[config.mk]
export PLATFORM = sky130hd
export DESIGN_NAME = wifi_channel_interference_analyzer_top
export DESIGN_NICKNAME = d
export VERILOG_FILES = /design/src/design/wcia_pkg.sv /design/src/design/wcia_sdiv.sv /design/src/design/wifi_channel_interference_analyzer_top.sv
export SDC_FILE = /design/constraint.sdc
export NUM_CORES = 2
export LEC_CHECK = 0
export ABC_AREA = 1
export BUFFER_PORTS_ARGS = -buffer_cell sky130_fd_sc_hd__buf_2
export CORE_MARGIN = 2
export CORE_UTILIZATION = 25
export CTS_BUF_LIST = sky130_fd_sc_hd__clkbuf_2
export DETAILED_ROUTE_END_ITERATION = 7
export PLACE_DENSITY = 0.42
export SYNTH_ARGS = -nofsm -noshare
export SYNTH_HDL_FRONTEND = slang
export SYNTH_SLANG_ARGS = --single-unit
[constraint.sdc]
create_clock -name clk -period 9.7 [get_ports clk]
set_clock_uncertainty 0.05 [all_clocks]
set_input_delay 1.455 -clock clk [delete_from_list [all_inputs] [get_ports clk]]
set_output_delay 1.455 -clock clk [all_outputs]
set_load 0.02 [all_outputs]
[src/design/wcia_pkg.sv]
// wcia_pkg: shared types, widths and constants for the wifi channel interference analyzer
// no dependencies; imported by the top level, the serial divider and the port checker
package wcia_pkg;

  // default values of the top level parameters
  localparam int NUM_CHANNELS_DEF = 13;
  localparam int MAX_AP_COUNT_DEF = 255;

  // field and store widths
  localparam int MODE_W    = 1;
  localparam int IN_CH_W   = 8;
  localparam int CH_W      = 4;
  localparam int RSSI_W    = 8;
  localparam int COUNT_W   = 8;
  localparam int SUM_W     = 16;
  localparam int SCORE_W   = 15;
  localparam int PCT_W     = 7;
  localparam int INC_W     = 9;
  localparam int CFG_IDX_W = 2;

  // serial divider widths
  localparam int DIV_W  = 16;
  localparam int DIVR_W = 8;

  // shift-add multiplier step count
  localparam int MUL_CNT_W = $clog2(PCT_W);
  localparam logic [MUL_CNT_W-1:0] MUL_LAST = MUL_CNT_W'(PCT_W - 1);

  // input modes
  localparam logic [MODE_W-1:0] MODE_RECORD = 1'b0;
  localparam logic [MODE_W-1:0] MODE_FINISH = 1'b1;

  // configuration register indexes
  localparam logic [CFG_IDX_W-1:0] REG_ADJ_PCT = 2'd0;
  localparam logic [CFG_IDX_W-1:0] REG_SEC_PCT = 2'd1;

  // register reset values
  localparam logic [PCT_W-1:0] ADJ_PCT_RST = 7'd70;
  localparam logic [PCT_W-1:0] SEC_PCT_RST = 7'd30;

  // arithmetic constants
  localparam logic [DIVR_W-1:0]        PCT_FULL    = 8'd100;
  localparam logic signed [RSSI_W-1:0] FLOOR_RSSI  = -8'sd100;
  localparam logic signed [RSSI_W:0]   WEIGHT_BASE = 9'sd100;
  localparam logic signed [RSSI_W:0]   WEIGHT_MIN  = 9'sd1;

  // favored channels, checked first for the recommendation
  localparam logic [CH_W-1:0] FAV_A = 4'd1;
  localparam logic [CH_W-1:0] FAV_B = 4'd6;
  localparam logic [CH_W-1:0] FAV_C = 4'd11;

  // input transaction
  typedef struct packed {
    logic [MODE_W-1:0]         mode;
    logic [IN_CH_W-1:0]        channel;
    logic signed [RSSI_W-1:0]  rssi;
  } in_item_t;

  // result transaction, one report row
  typedef struct packed {
    logic [CH_W-1:0]           channel_number;
    logic [COUNT_W-1:0]        ap_count;
    logic signed [RSSI_W-1:0]  strongest_rssi;
    logic signed [RSSI_W-1:0]  average_rssi;
    logic [SCORE_W-1:0]        interference_score;
    logic [CH_W-1:0]           best_channel;
    logic                      overflow;
    logic                      last;
  } out_item_t;

  // divider request and response
  typedef struct packed {
    logic              start;
    logic [DIV_W-1:0]  dividend;
    logic [DIVR_W-1:0] divisor;
  } div_req_t;

  typedef struct packed {
    logic             busy;
    logic             done;
    logic [DIV_W-1:0] quotient;
  } div_rsp_t;

  // controller states
  typedef enum logic [3:0] {
    ST_IDLE,
    ST_MUL,
    ST_DIV_ADJ,
    ST_WAIT_ADJ,
    ST_DIV_SEC,
    ST_WAIT_SEC,
    ST_UPDATE,
    ST_BEST,
    ST_AVG,
    ST_WAIT_AVG,
    ST_EMIT
  } state_t;

endpackage

[src/design/wcia_sdiv.sv]
// wcia_sdiv: bit-serial restoring divider, one quotient bit per cycle
// depends on wcia_pkg for widths and the request/response structs
module wcia_sdiv (
  input  logic               clk,
  input  logic               rst_n,
  input  wcia_pkg::div_req_t req,
  output wcia_pkg::div_rsp_t rsp
);
  import wcia_pkg::*;

  localparam int CNT_W = $clog2(DIV_W);

  logic              busy_r, busy_nxt;
  logic              done_r, done_nxt;
  logic [CNT_W-1:0]  cnt_r, cnt_nxt;
  logic [DIV_W-1:0]  quo_r, quo_nxt;
  logic [DIVR_W-1:0] rem_r, rem_nxt;
  logic [DIVR_W-1:0] den_r, den_nxt;
  logic [DIVR_W:0]   rem_sh;
  logic [DIVR_W:0]   rem_diff;
  logic              fits;

  // one restoring step: shift in next dividend bit, subtract if it fits
  always_comb begin
    rem_sh   = {rem_r, quo_r[DIV_W-1]};
    rem_diff = rem_sh - {1'b0, den_r};
    fits     = rem_sh >= {1'b0, den_r};
    busy_nxt = busy_r;
    done_nxt = 1'b0;
    cnt_nxt  = cnt_r;
    quo_nxt  = quo_r;
    rem_nxt  = rem_r;
    den_nxt  = den_r;
    if (req.start) begin
      busy_nxt = 1'b1;
      cnt_nxt  = CNT_W'(DIV_W - 1);
      quo_nxt  = req.dividend;
      rem_nxt  = '0;
      den_nxt  = req.divisor;
    end else if (busy_r) begin
      quo_nxt = {quo_r[DIV_W-2:0], fits};
      rem_nxt = fits ? rem_diff[DIVR_W-1:0] : rem_sh[DIVR_W-1:0];
      cnt_nxt = cnt_r - CNT_W'(1);
      if (cnt_r == '0) begin
        busy_nxt = 1'b0;
        done_nxt = 1'b1;
      end
    end
  end

  // control state
  always_ff @(posedge clk) begin
    if (!rst_n) begin
      busy_r <= 1'b0;
      done_r <= 1'b0;
    end else begin
      busy_r <= busy_nxt;
      done_r <= done_nxt;
    end
  end

  // datapath
  always_ff @(posedge clk) begin
    cnt_r <= cnt_nxt;
    quo_r <= quo_nxt;
    rem_r <= rem_nxt;
    den_r <= den_nxt;
  end

  assign rsp.busy     = busy_r;
  assign rsp.done     = done_r;
  assign rsp.quotient = quo_r;

endmodule

[src/design/wifi_channel_interference_analyzer_top.sv]
// A counted record runs 7 shift-add steps, two 16-bit serial divisions by 100 and one
// store update; an ignored or dropped record leaves the controller idle. A finish
// transaction runs the best-channel scan, then emits one row per channel, each after a
// 16-bit serial division for the average (none for an empty channel), waiting out any
// output stall. Input is stalled unless idle, so one transaction is handled at a time.
// Reset (synchronous, rst_n low) clears the channel store at once and restores 70/30 percent.
module wifi_channel_interference_analyzer_top #(
  parameter int NUM_CHANNELS = wcia_pkg::NUM_CHANNELS_DEF,
  parameter int MAX_AP_COUNT = wcia_pkg::MAX_AP_COUNT_DEF
) (
  input  logic                             clk,
  input  logic                             rst_n,
  input  logic                             in_valid,
  output logic                             in_stall,
  input  wcia_pkg::in_item_t               in_data,
  output logic                             out_valid,
  input  logic                             out_stall,
  output wcia_pkg::out_item_t              out_data,
  input  logic                             cfg_valid,
  output logic                             cfg_ready,
  input  logic [wcia_pkg::CFG_IDX_W-1:0]   cfg_index,
  input  logic [wcia_pkg::PCT_W-1:0]       cfg_data
);
  import wcia_pkg::*;

  localparam logic [CH_W-1:0]    LAST_CH   = CH_W'(NUM_CHANNELS);
  localparam logic [IN_CH_W-1:0] TOP_CH_IN = IN_CH_W'(NUM_CHANNELS);
  localparam logic [COUNT_W-1:0] AP_LIMIT  = COUNT_W'(MAX_AP_COUNT);

  state_t state_r, state_nxt;

  // configuration registers
  logic [PCT_W-1:0] adj_pct_r, sec_pct_r;

  // channel store
  logic [COUNT_W-1:0]        count_r     [1:NUM_CHANNELS];
  logic signed [RSSI_W-1:0]  strongest_r [1:NUM_CHANNELS];
  logic signed [SUM_W-1:0]   sum_r       [1:NUM_CHANNELS];
  logic [SCORE_W-1:0]        score_r     [1:NUM_CHANNELS];
  logic [SCORE_W-1:0]        score_upd   [1:NUM_CHANNELS];
  logic                      is_own      [1:NUM_CHANNELS];
  logic [COUNT_W-1:0]        taken_r;
  logic                      dropped_r;

  // record working registers
  logic [CH_W-1:0]           ch_r;
  logic signed [RSSI_W-1:0]  rssi_r;
  logic [RSSI_W-1:0]         w_r;
  logic [SCORE_W-1:0]        mcand_r, acc_a_r, acc_s_r;
  logic [PCT_W-1:0]          pa_sh_r, ps_sh_r;
  logic [MUL_CNT_W-1:0]      mul_cnt_r;
  logic [INC_W-1:0]          inc_a_r, inc_s_r;

  // report working registers
  logic [CH_W-1:0]           idx_r;
  logic [SCORE_W-1:0]        best_score_r;
  logic [CH_W-1:0]           best_ch_r;
  logic                      avg_neg_r;
  logic signed [RSSI_W-1:0]  avg_r;

  // output register
  logic      out_valid_r;
  out_item_t out_data_r;

  div_req_t div_req;
  div_rsp_t div_rsp;

  logic                      in_acc, rec_room, ch_ok, take_rec, start_mul, start_rep;
  logic                      out_free, emit_load, clear_store;
  logic signed [RSSI_W:0]    w_ext;
  logic [RSSI_W-1:0]         w_sel;
  logic [SCORE_W-1:0]        fav_score;
  logic [CH_W-1:0]           fav_ch;
  logic signed [SUM_W-1:0]   sum_sel;
  logic [DIV_W-1:0]          sum_mag;
  logic [RSSI_W-1:0]         quo8;

  wcia_sdiv u_div (
    .clk   (clk),
    .rst_n (rst_n),
    .req   (div_req),
    .rsp   (div_rsp)
  );

  // input side decode
  always_comb begin
    in_acc    = in_valid && !in_stall;
    rec_room  = taken_r < AP_LIMIT;
    ch_ok     = in_data.channel inside {[8'd1 : TOP_CH_IN]};
    take_rec  = in_acc && (in_data.mode == MODE_RECORD);
    start_mul = take_rec && rec_room && ch_ok;
    start_rep = in_acc && (in_data.mode == MODE_FINISH);
    w_ext     = WEIGHT_BASE + (RSSI_W + 1)'(in_data.rssi);
    w_sel     = (w_ext < WEIGHT_MIN) ? RSSI_W'(1) : w_ext[RSSI_W-1:0];
  end

  // favored channel pick, lowest score with the first one winning ties
  always_comb begin
    fav_score = score_r[FAV_A];
    fav_ch    = FAV_A;
    if (score_r[FAV_B] < fav_score) begin
      fav_score = score_r[FAV_B];
      fav_ch    = FAV_B;
    end
    if (score_r[FAV_C] < fav_score) begin
      fav_score = score_r[FAV_C];
      fav_ch    = FAV_C;
    end
  end

  // magnitude of the walked channel's sum for the average
  always_comb begin
    sum_sel = sum_r[idx_r];
    sum_mag = sum_sel[SUM_W-1] ? DIV_W'(-sum_sel) : DIV_W'(sum_sel);
    quo8    = div_rsp.quotient[RSSI_W-1:0];
  end

  // controller
  always_comb begin
    state_nxt        = state_r;
    div_req.start    = 1'b0;
    div_req.dividend = '0;
    div_req.divisor  = PCT_FULL;
    out_free         = !out_valid_r || !out_stall;
    emit_load        = 1'b0;
    clear_store      = 1'b0;
    case (state_r)
      ST_IDLE: begin
        if (start_rep) begin
          state_nxt = ST_BEST;
        end else if (start_mul) begin
          state_nxt = ST_MUL;
        end
      end
      ST_MUL: begin
        if (mul_cnt_r == MUL_LAST) begin
          state_nxt = ST_DIV_ADJ;
        end
      end
      ST_DIV_ADJ: begin
        div_req.start    = 1'b1;
        div_req.dividend = DIV_W'(acc_a_r);
        state_nxt        = ST_WAIT_ADJ;
      end
      ST_WAIT_ADJ: begin
        if (div_rsp.done) begin
          state_nxt = ST_DIV_SEC;
        end
      end
      ST_DIV_SEC: begin
        div_req.start    = 1'b1;
        div_req.dividend = DIV_W'(acc_s_r);
        state_nxt        = ST_WAIT_SEC;
      end
      ST_WAIT_SEC: begin
        if (div_rsp.done) begin
          state_nxt = ST_UPDATE;
        end
      end
      ST_UPDATE: begin
        state_nxt = ST_IDLE;
      end
      ST_BEST: begin
        if (idx_r == LAST_CH) begin
          state_nxt = ST_AVG;
        end
      end
      ST_AVG: begin
        if (count_r[idx_r] == '0) begin
          state_nxt = ST_EMIT;
        end else begin
          div_req.start    = 1'b1;
          div_req.dividend = sum_mag;
          div_req.divisor  = DIVR_W'(count_r[idx_r]);
          state_nxt        = ST_WAIT_AVG;
        end
      end
      ST_WAIT_AVG: begin
        if (div_rsp.done) begin
          state_nxt = ST_EMIT;
        end
      end
      ST_EMIT: begin
        if (out_free) begin
          emit_load = 1'b1;
          if (idx_r == LAST_CH) begin
            clear_store = 1'b1;
            state_nxt   = ST_IDLE;
          end else begin
            state_nxt = ST_AVG;
          end
        end
      end
      default: begin
        state_nxt = ST_IDLE;
      end
    endcase
  end

  // per-channel lanes: score increment by distance to the record's channel, saturating
  always_comb begin
    for (int t = 1; t <= NUM_CHANNELS; t++) begin
      logic                d1, d2;
      logic [INC_W-1:0]    inc;
      logic [SCORE_W:0]    sum_s;
      is_own[t] = {1'b0, ch_r} == 5'(t);
      d1 = ({1'b0, ch_r} == 5'(t + 1)) || ({1'b0, ch_r} + 5'd1 == 5'(t));
      d2 = ({1'b0, ch_r} == 5'(t + 2)) || ({1'b0, ch_r} + 5'd2 == 5'(t));
      inc = is_own[t] ? INC_W'(w_r) : (d1 ? inc_a_r : (d2 ? inc_s_r : '0));
      sum_s = {1'b0, score_r[t]} + (SCORE_W + 1)'(inc);
      score_upd[t] = sum_s[SCORE_W] ? '1 : sum_s[SCORE_W-1:0];
    end
  end

  // state register and configuration
  always_ff @(posedge clk) begin
    if (!rst_n) begin
      state_r   <= ST_IDLE;
      adj_pct_r <= ADJ_PCT_RST;
      sec_pct_r <= SEC_PCT_RST;
    end else begin
      state_r <= state_nxt;
      if (cfg_valid && cfg_ready) begin
        case (cfg_index)
          REG_ADJ_PCT: adj_pct_r <= cfg_data;
          REG_SEC_PCT: sec_pct_r <= cfg_data;
          default: ;
        endcase
      end
    end
  end

  // channel store, cleared by reset and after the last report row
  always_ff @(posedge clk) begin
    if (!rst_n || clear_store) begin
      for (int t = 1; t <= NUM_CHANNELS; t++) begin
        count_r[t]     <= '0;
        strongest_r[t] <= FLOOR_RSSI;
        sum_r[t]       <= '0;
        score_r[t]     <= '0;
      end
      taken_r   <= '0;
      dropped_r <= 1'b0;
    end else begin
      if (take_rec) begin
        if (rec_room) begin
          taken_r <= taken_r + COUNT_W'(1);
        end else begin
          dropped_r <= 1'b1;
        end
      end
      if (state_r == ST_UPDATE) begin
        for (int t = 1; t <= NUM_CHANNELS; t++) begin
          score_r[t] <= score_upd[t];
          if (is_own[t]) begin
            count_r[t] <= count_r[t] + COUNT_W'(1);
            sum_r[t]   <= sum_r[t] + SUM_W'(rssi_r);
            if (rssi_r > strongest_r[t]) begin
              strongest_r[t] <= rssi_r;
            end
          end
        end
      end
    end
  end

  // record datapath: capture, shift-add multiply, quotient capture
  always_ff @(posedge clk) begin
    if (start_mul) begin
      ch_r      <= in_data.channel[CH_W-1:0];
      rssi_r    <= in_data.rssi;
      w_r       <= w_sel;
      mcand_r   <= SCORE_W'(w_sel);
      pa_sh_r   <= adj_pct_r;
      ps_sh_r   <= sec_pct_r;
      acc_a_r   <= '0;
      acc_s_r   <= '0;
      mul_cnt_r <= '0;
    end else if (state_r == ST_MUL) begin
      if (pa_sh_r[0]) begin
        acc_a_r <= acc_a_r + mcand_r;
      end
      if (ps_sh_r[0]) begin
        acc_s_r <= acc_s_r + mcand_r;
      end
      mcand_r   <= {mcand_r[SCORE_W-2:0], 1'b0};
      pa_sh_r   <= {1'b0, pa_sh_r[PCT_W-1:1]};
      ps_sh_r   <= {1'b0, ps_sh_r[PCT_W-1:1]};
      mul_cnt_r <= mul_cnt_r + MUL_CNT_W'(1);
    end
    if (state_r == ST_WAIT_ADJ && div_rsp.done) begin
      inc_a_r <= div_rsp.quotient[INC_W-1:0];
    end
    if (state_r == ST_WAIT_SEC && div_rsp.done) begin
      inc_s_r <= div_rsp.quotient[INC_W-1:0];
    end
  end

  // report datapath: best-channel scan, average, channel walk
  always_ff @(posedge clk) begin
    if (start_rep) begin
      idx_r        <= CH_W'(1);
      best_score_r <= fav_score;
      best_ch_r    <= fav_ch;
    end else if (state_r == ST_BEST) begin
      if (score_r[idx_r] < best_score_r) begin
        best_score_r <= score_r[idx_r];
        best_ch_r    <= idx_r;
      end
      idx_r <= (idx_r == LAST_CH) ? CH_W'(1) : idx_r + CH_W'(1);
    end else if (emit_load && idx_r != LAST_CH) begin
      idx_r <= idx_r + CH_W'(1);
    end
    if (state_r == ST_AVG) begin
      avg_neg_r <= sum_sel[SUM_W-1];
      avg_r     <= FLOOR_RSSI;
    end
    if (state_r == ST_WAIT_AVG && div_rsp.done) begin
      avg_r <= avg_neg_r ? RSSI_W'(-quo8) : quo8;
    end
  end

  // output register
  always_ff @(posedge clk) begin
    if (!rst_n) begin
      out_valid_r <= 1'b0;
    end else begin
      out_valid_r <= emit_load || (out_valid_r && out_stall);
    end
  end

  always_ff @(posedge clk) begin
    if (emit_load) begin
      out_data_r.channel_number     <= idx_r;
      out_data_r.ap_count           <= count_r[idx_r];
      out_data_r.strongest_rssi     <= strongest_r[idx_r];
      out_data_r.average_rssi       <= avg_r;
      out_data_r.interference_score <= score_r[idx_r];
      out_data_r.best_channel       <= best_ch_r;
      out_data_r.overflow           <= dropped_r;
      out_data_r.last               <= idx_r == LAST_CH;
    end
  end

  assign in_stall  = state_r != ST_IDLE;
  assign cfg_ready = 1'b1;
  assign out_valid = out_valid_r;
  assign out_data  = out_data_r;

endmodule

==> impl_metrics.env <==
export IMPL_total_number_of_placement_rows=182
export IMPL_power_share_combinational=0.234
export IMPL_cts_inserted_buffers=293
export IMPL_report_final_hold_viol_count=0
export IMPL_htree_levels=5
export IMPL_detail_route_drc_violations=0
export IMPL_clk_pin_slew_ps=110
export IMPL_grt_setup_unrepaired="no"
export IMPL_die_height_um=500.9
export IMPL_power_share_sequential=0.466
export IMPL_grt_start_max_net_pins=160
export IMPL_p_int_w=0.006410
export IMPL_worst_case_reg_to_reg_path_depth=21
export IMPL_finalCritPeriodShare=0.5788
export IMPL_synth_net_count=8262
export IMPL_via_count=54773
export IMPL_cp_max_fanout=19
export IMPL_timing_critical_path_to_type="register"
export IMPL_synth_lib_cells_used_distinct=64
export IMPL_worstMarginPinSlew_ps=1289
export IMPL_detailed_route_wire_length_per_cell_um=19.94
export IMPL_route_antenna_remaining_nets=0
export IMPL_drt_iter0_markers=3799
export IMPL_fin_tns_setup_ps=0
export IMPL_netlist_area_um2=61730
export IMPL_total_of_buffers_placed_on_input_and_output_ports=81
export IMPL_synth_yosys_warnings=0
export IMPL_gp_congestion=0.9171
export IMPL_post_cts_resized=0
export IMPL_max_slew_margin_rel=0.1403
export IMPL_grt_pass1_wl_um=336600
export IMPL_synth_async_sr_flop_share=0
export IMPL_synth_enable_flop_cells=772
export IMPL_die_width_um=500.9
export IMPL_cts_sinks=862
export IMPL_power_frac_clock=0.301
export IMPL_rrSetupSlack_ps=4090
export IMPL_critPathRequiredTime_ps=11150
export IMPL_antenna_violations_before_repair=12
export IMPL_clock_latency_on_the_worst_skew_pair_ps=1900
export IMPL_vias_per_cell=4.835
export IMPL_global_route_overflow_total=0
export IMPL_drv_slew=0
export IMPL_avgSynthCellArea_um2=8.046
export IMPL_cts_root_buf="sky130_fd_sc_hd__clkbuf_2"
export IMPL_final_instance_area_um2=68360
export IMPL_critPathCapture="score_r[7][2]$_SDFFCE_PN0P_"
export IMPL_total_power_consumption_of_the_routed_design_w=0.01013
export IMPL_vdd_ir_drop_max_uv=101.0
export IMPL_groute_usage_overall=0.1761
export IMPL_synth_cells=7672
export IMPL_criticalPathCategory="reg2reg"
export IMPL_postSynthRegisterBits=862
export IMPL_synthFlopType="sky130_fd_sc_hd__edfxtp_1"
export IMPL_synth_sequential_area_ratio=0.4048
export IMPL_pwr_density_cell_nw_per_um2=148.1
export IMPL_clock_path_buffers=4
export IMPL_die_area_um2=250900
export IMPL_starting_density_of_the_core=0.2512
export IMPL_worstSetupStartpointType="register"
export IMPL_worst_ep_arrival_time_ps=7070
export IMPL_design_portCount=83
export IMPL_critical_path_reg2reg_endpoint="score_r[7][2]$_SDFFCE_PN0P_"
export IMPL_synthToLayoutAreaGrowth_pct=10.75
export IMPL_peak_freq_mhz=178.1
export IMPL_tritoncts="yes"
export IMPL_post_route_min_period_ps=5615
export IMPL_placedInstanceArea_um2=65560
export IMPL_nNetsFinal=8500
export IMPL_setup_violations_final=0
export IMPL_drive_gt1_frac=0.08299
export IMPL_crit_path_start="ch_r[3]$_DFFE_PP_"
export IMPL_power_switching_share=0.3670
export IMPL_reg2reg_from="ch_r[3]$_DFFE_PP_"
export IMPL_hpwl_um=162000
export IMPL_max_cap_violations=0
export IMPL_worstHoldStart="in_valid"
export IMPL_type_of_the_worst_min_delay_path="in2reg"
export IMPL_number_of_global_route_vias_before_repair=53319
export IMPL_core_area_um2=245700
export IMPL_run_status="complete, no violations"
export IMPL_switchingPower_w=0.003717
export IMPL_first_pass_iters=6
export IMPL_p_leak_nw=31.20
export IMPL_total_detailed_routing_wirelength_um=225900
-- how the worst min path moves through the flow --
stage / endpoint / depth (start not counted)
6_report: dropped_r$_SDFFE_PP0P_ / 5
5_1_grt: rssi_r[3]$_DFFE_PP_ / 2
4_1_cts: dropped_r$_SDFFE_PP0P_ / 5
3_5_place_dp: out_data[28]$_DFFE_PP_ / 0
3_3_place_gp: out_data[26]$_DFFE_PP_ / 0
2_1_floorplan: out_data[21]$_DFFE_PP_ / 0
-- kinds of logic after synthesis --
kind of cell,share of synthesized area
and+or+nand+nor,0.1826
AOI/OAI and AO/OA,0.1798
buffers and inverters,0.08566
DFF,0.4048
adders and majority gates,0.1168
xor gates and xnor gates,0.03022
other,0.00006075
-- power by group through the flow --
stage	sequential, W	clock, W	combinational (W)
CTS	0.00472	0.00321	0.00239
global placement	0.00480	0	0.00234
finish	0.00472	0.00304	0.00237
floorplan	0.00468	0	0.00174
global route	0.00476	0.00336	0.00270
detailed placement	0.00480	0	0.00236
-- cell type report --
cell class                 instances  area [um^2]
inverter                        1101         4146
sequential                       862        24990
antenna                           11        27.53
tap                             3220         4029
clock inverter                    75        339.1
timing repair buffer             183         1296
fill                           26731       177300
clock buffer                     407         2037
multi-input combinational       5469        31490
-- worst max-delay path, cell delays in order, from the launching register on --
cell                       delay, ps
sky130_fd_sc_hd__edfxtp_1        490
sky130_fd_sc_hd__inv_1            80
sky130_fd_sc_hd__nor2_1          120
sky130_fd_sc_hd__inv_1           100
sky130_fd_sc_hd__nor2_1          410
sky130_fd_sc_hd__clkinv_1        650
sky130_fd_sc_hd__nand2_1         520
sky130_fd_sc_hd__a21oi_1         110
sky130_fd_sc_hd__a22oi_1         310
sky130_fd_sc_hd__ha_1            340
sky130_fd_sc_hd__a21oi_1         140
sky130_fd_sc_hd__nand2_1         110
sky130_fd_sc_hd__a21oi_1         250
sky130_fd_sc_hd__o21ai_0         120
sky130_fd_sc_hd__inv_1            90
sky130_fd_sc_hd__o21ai_0         230
sky130_fd_sc_hd__nand2_1         210
sky130_fd_sc_hd__inv_1            90
sky130_fd_sc_hd__nand2_1         380
sky130_fd_sc_hd__inv_1           200
sky130_fd_sc_hd__o21ai_0         190
sky130_fd_sc_hd__inv_1            50
-- through the flow --
stage            util  instances  hold WS [ps]  setup WS (ps)
2_1_floorplan       -       7672         350.3           1224
3_3_place_gp   0.2668      10795         360.1           4222
3_5_place_dp   0.2668      10795         363.7           4187
4_1_cts        0.2781      11317         51.95           4075
5_1_grt        0.2782      11327         151.4           3666
6_report       0.2782      11328         323.6           4085
-- cells in the mapped netlist, types with 86 or more instances --
master | number | area [um^2]
sky130_fd_sc_hd__a21oi_1 | 812 | 4064
sky130_fd_sc_hd__clkbuf_1 | 124 | 465.5
sky130_fd_sc_hd__dfxtp_1 | 90 | 1802
sky130_fd_sc_hd__edfxtp_1 | 772 | 23180
sky130_fd_sc_hd__ha_1 | 530 | 6631
sky130_fd_sc_hd__inv_1 | 1056 | 3964
sky130_fd_sc_hd__nand2_1 | 1459 | 5477
sky130_fd_sc_hd__nand3_1 | 313 | 1567
sky130_fd_sc_hd__nor2_1 | 660 | 2477
sky130_fd_sc_hd__nor3_1 | 86 | 430.4
sky130_fd_sc_hd__o211ai_1 | 107 | 803.3
sky130_fd_sc_hd__o21ai_0 | 674 | 3373
sky130_fd_sc_hd__xor2_1 | 153 | 1340
-- what timing repair did --
action                                 CTS  global route
endpoints found under the hold margin   49             0
hold buffers                            40             0
setup buffers                            0             0
-- registers in the layout, indices dropped and copies added (netlist names), 9 cells and up, named ones only --
| name | flops |
|---|---|
| sum_r | 208 |
| score_r | 195 |
| count_r | 104 |
| strongest_r | 104 |
| out_data | 49 |
| u_div.quo_r | 16 |
| acc_a_r | 15 |
| acc_s_r | 15 |
| best_score_r | 15 |
| mcand_r | 15 |
| inc_a_r | 9 |
| inc_s_r | 9 |
-- cell usage in the layout, fill, tap and decap left out, types with 8 or more instances in the layout --
cell type and n:
sky130_fd_sc_hd__xor2_1 153, sky130_fd_sc_hd__o211ai_1 107, sky130_fd_sc_hd__o21bai_1 23, sky130_fd_sc_hd__clkbuf_2 407, sky130_fd_sc_hd__a221oi_1 11, sky130_fd_sc_hd__a211oi_1 21
sky130_fd_sc_hd__nor4_1 9, sky130_fd_sc_hd__o21ai_1 39, sky130_fd_sc_hd__or2_2 47, sky130_fd_sc_hd__xnor2_1 60, sky130_fd_sc_hd__nor3_1 86, sky130_fd_sc_hd__o31ai_1 15
sky130_fd_sc_hd__dlygate4sd3_1 40, sky130_fd_sc_hd__nand2_1 1457, sky130_fd_sc_hd__inv_2 31, sky130_fd_sc_hd__a31oi_1 51, sky130_fd_sc_hd__a21boi_0 22, sky130_fd_sc_hd__nand3_1 313
sky130_fd_sc_hd__dfxtp_1 86, sky130_fd_sc_hd__o22ai_1 51, sky130_fd_sc_hd__buf_4 60, sky130_fd_sc_hd__o21ai_0 672, sky130_fd_sc_hd__nand4_1 58, sky130_fd_sc_hd__a21o_1 19
sky130_fd_sc_hd__ha_1 530, sky130_fd_sc_hd__a22oi_1 28, sky130_fd_sc_hd__fa_1 29, sky130_fd_sc_hd__nor3b_1 39, sky130_fd_sc_hd__inv_1 1054, sky130_fd_sc_hd__diode_2 11
sky130_fd_sc_hd__edfxtp_1 772, sky130_fd_sc_hd__o221ai_1 35, sky130_fd_sc_hd__o2111ai_1 8, sky130_fd_sc_hd__nor2_1 660, sky130_fd_sc_hd__o21a_1 51, sky130_fd_sc_hd__nand3b_1 20
sky130_fd_sc_hd__clkinv_1 80, sky130_fd_sc_hd__a21oi_1 811, sky130_fd_sc_hd__buf_2 81
-- per-layer routing --
metal / GRT usage / share of wire
met1: 0.2266 / 0.45
met3: 0.02651 / 0.046
met2: 0.2959 / 0.47
met5: 0 / 0.00023
met4: 0.06681 / 0.037
Power figures use the tool's default switching activity.
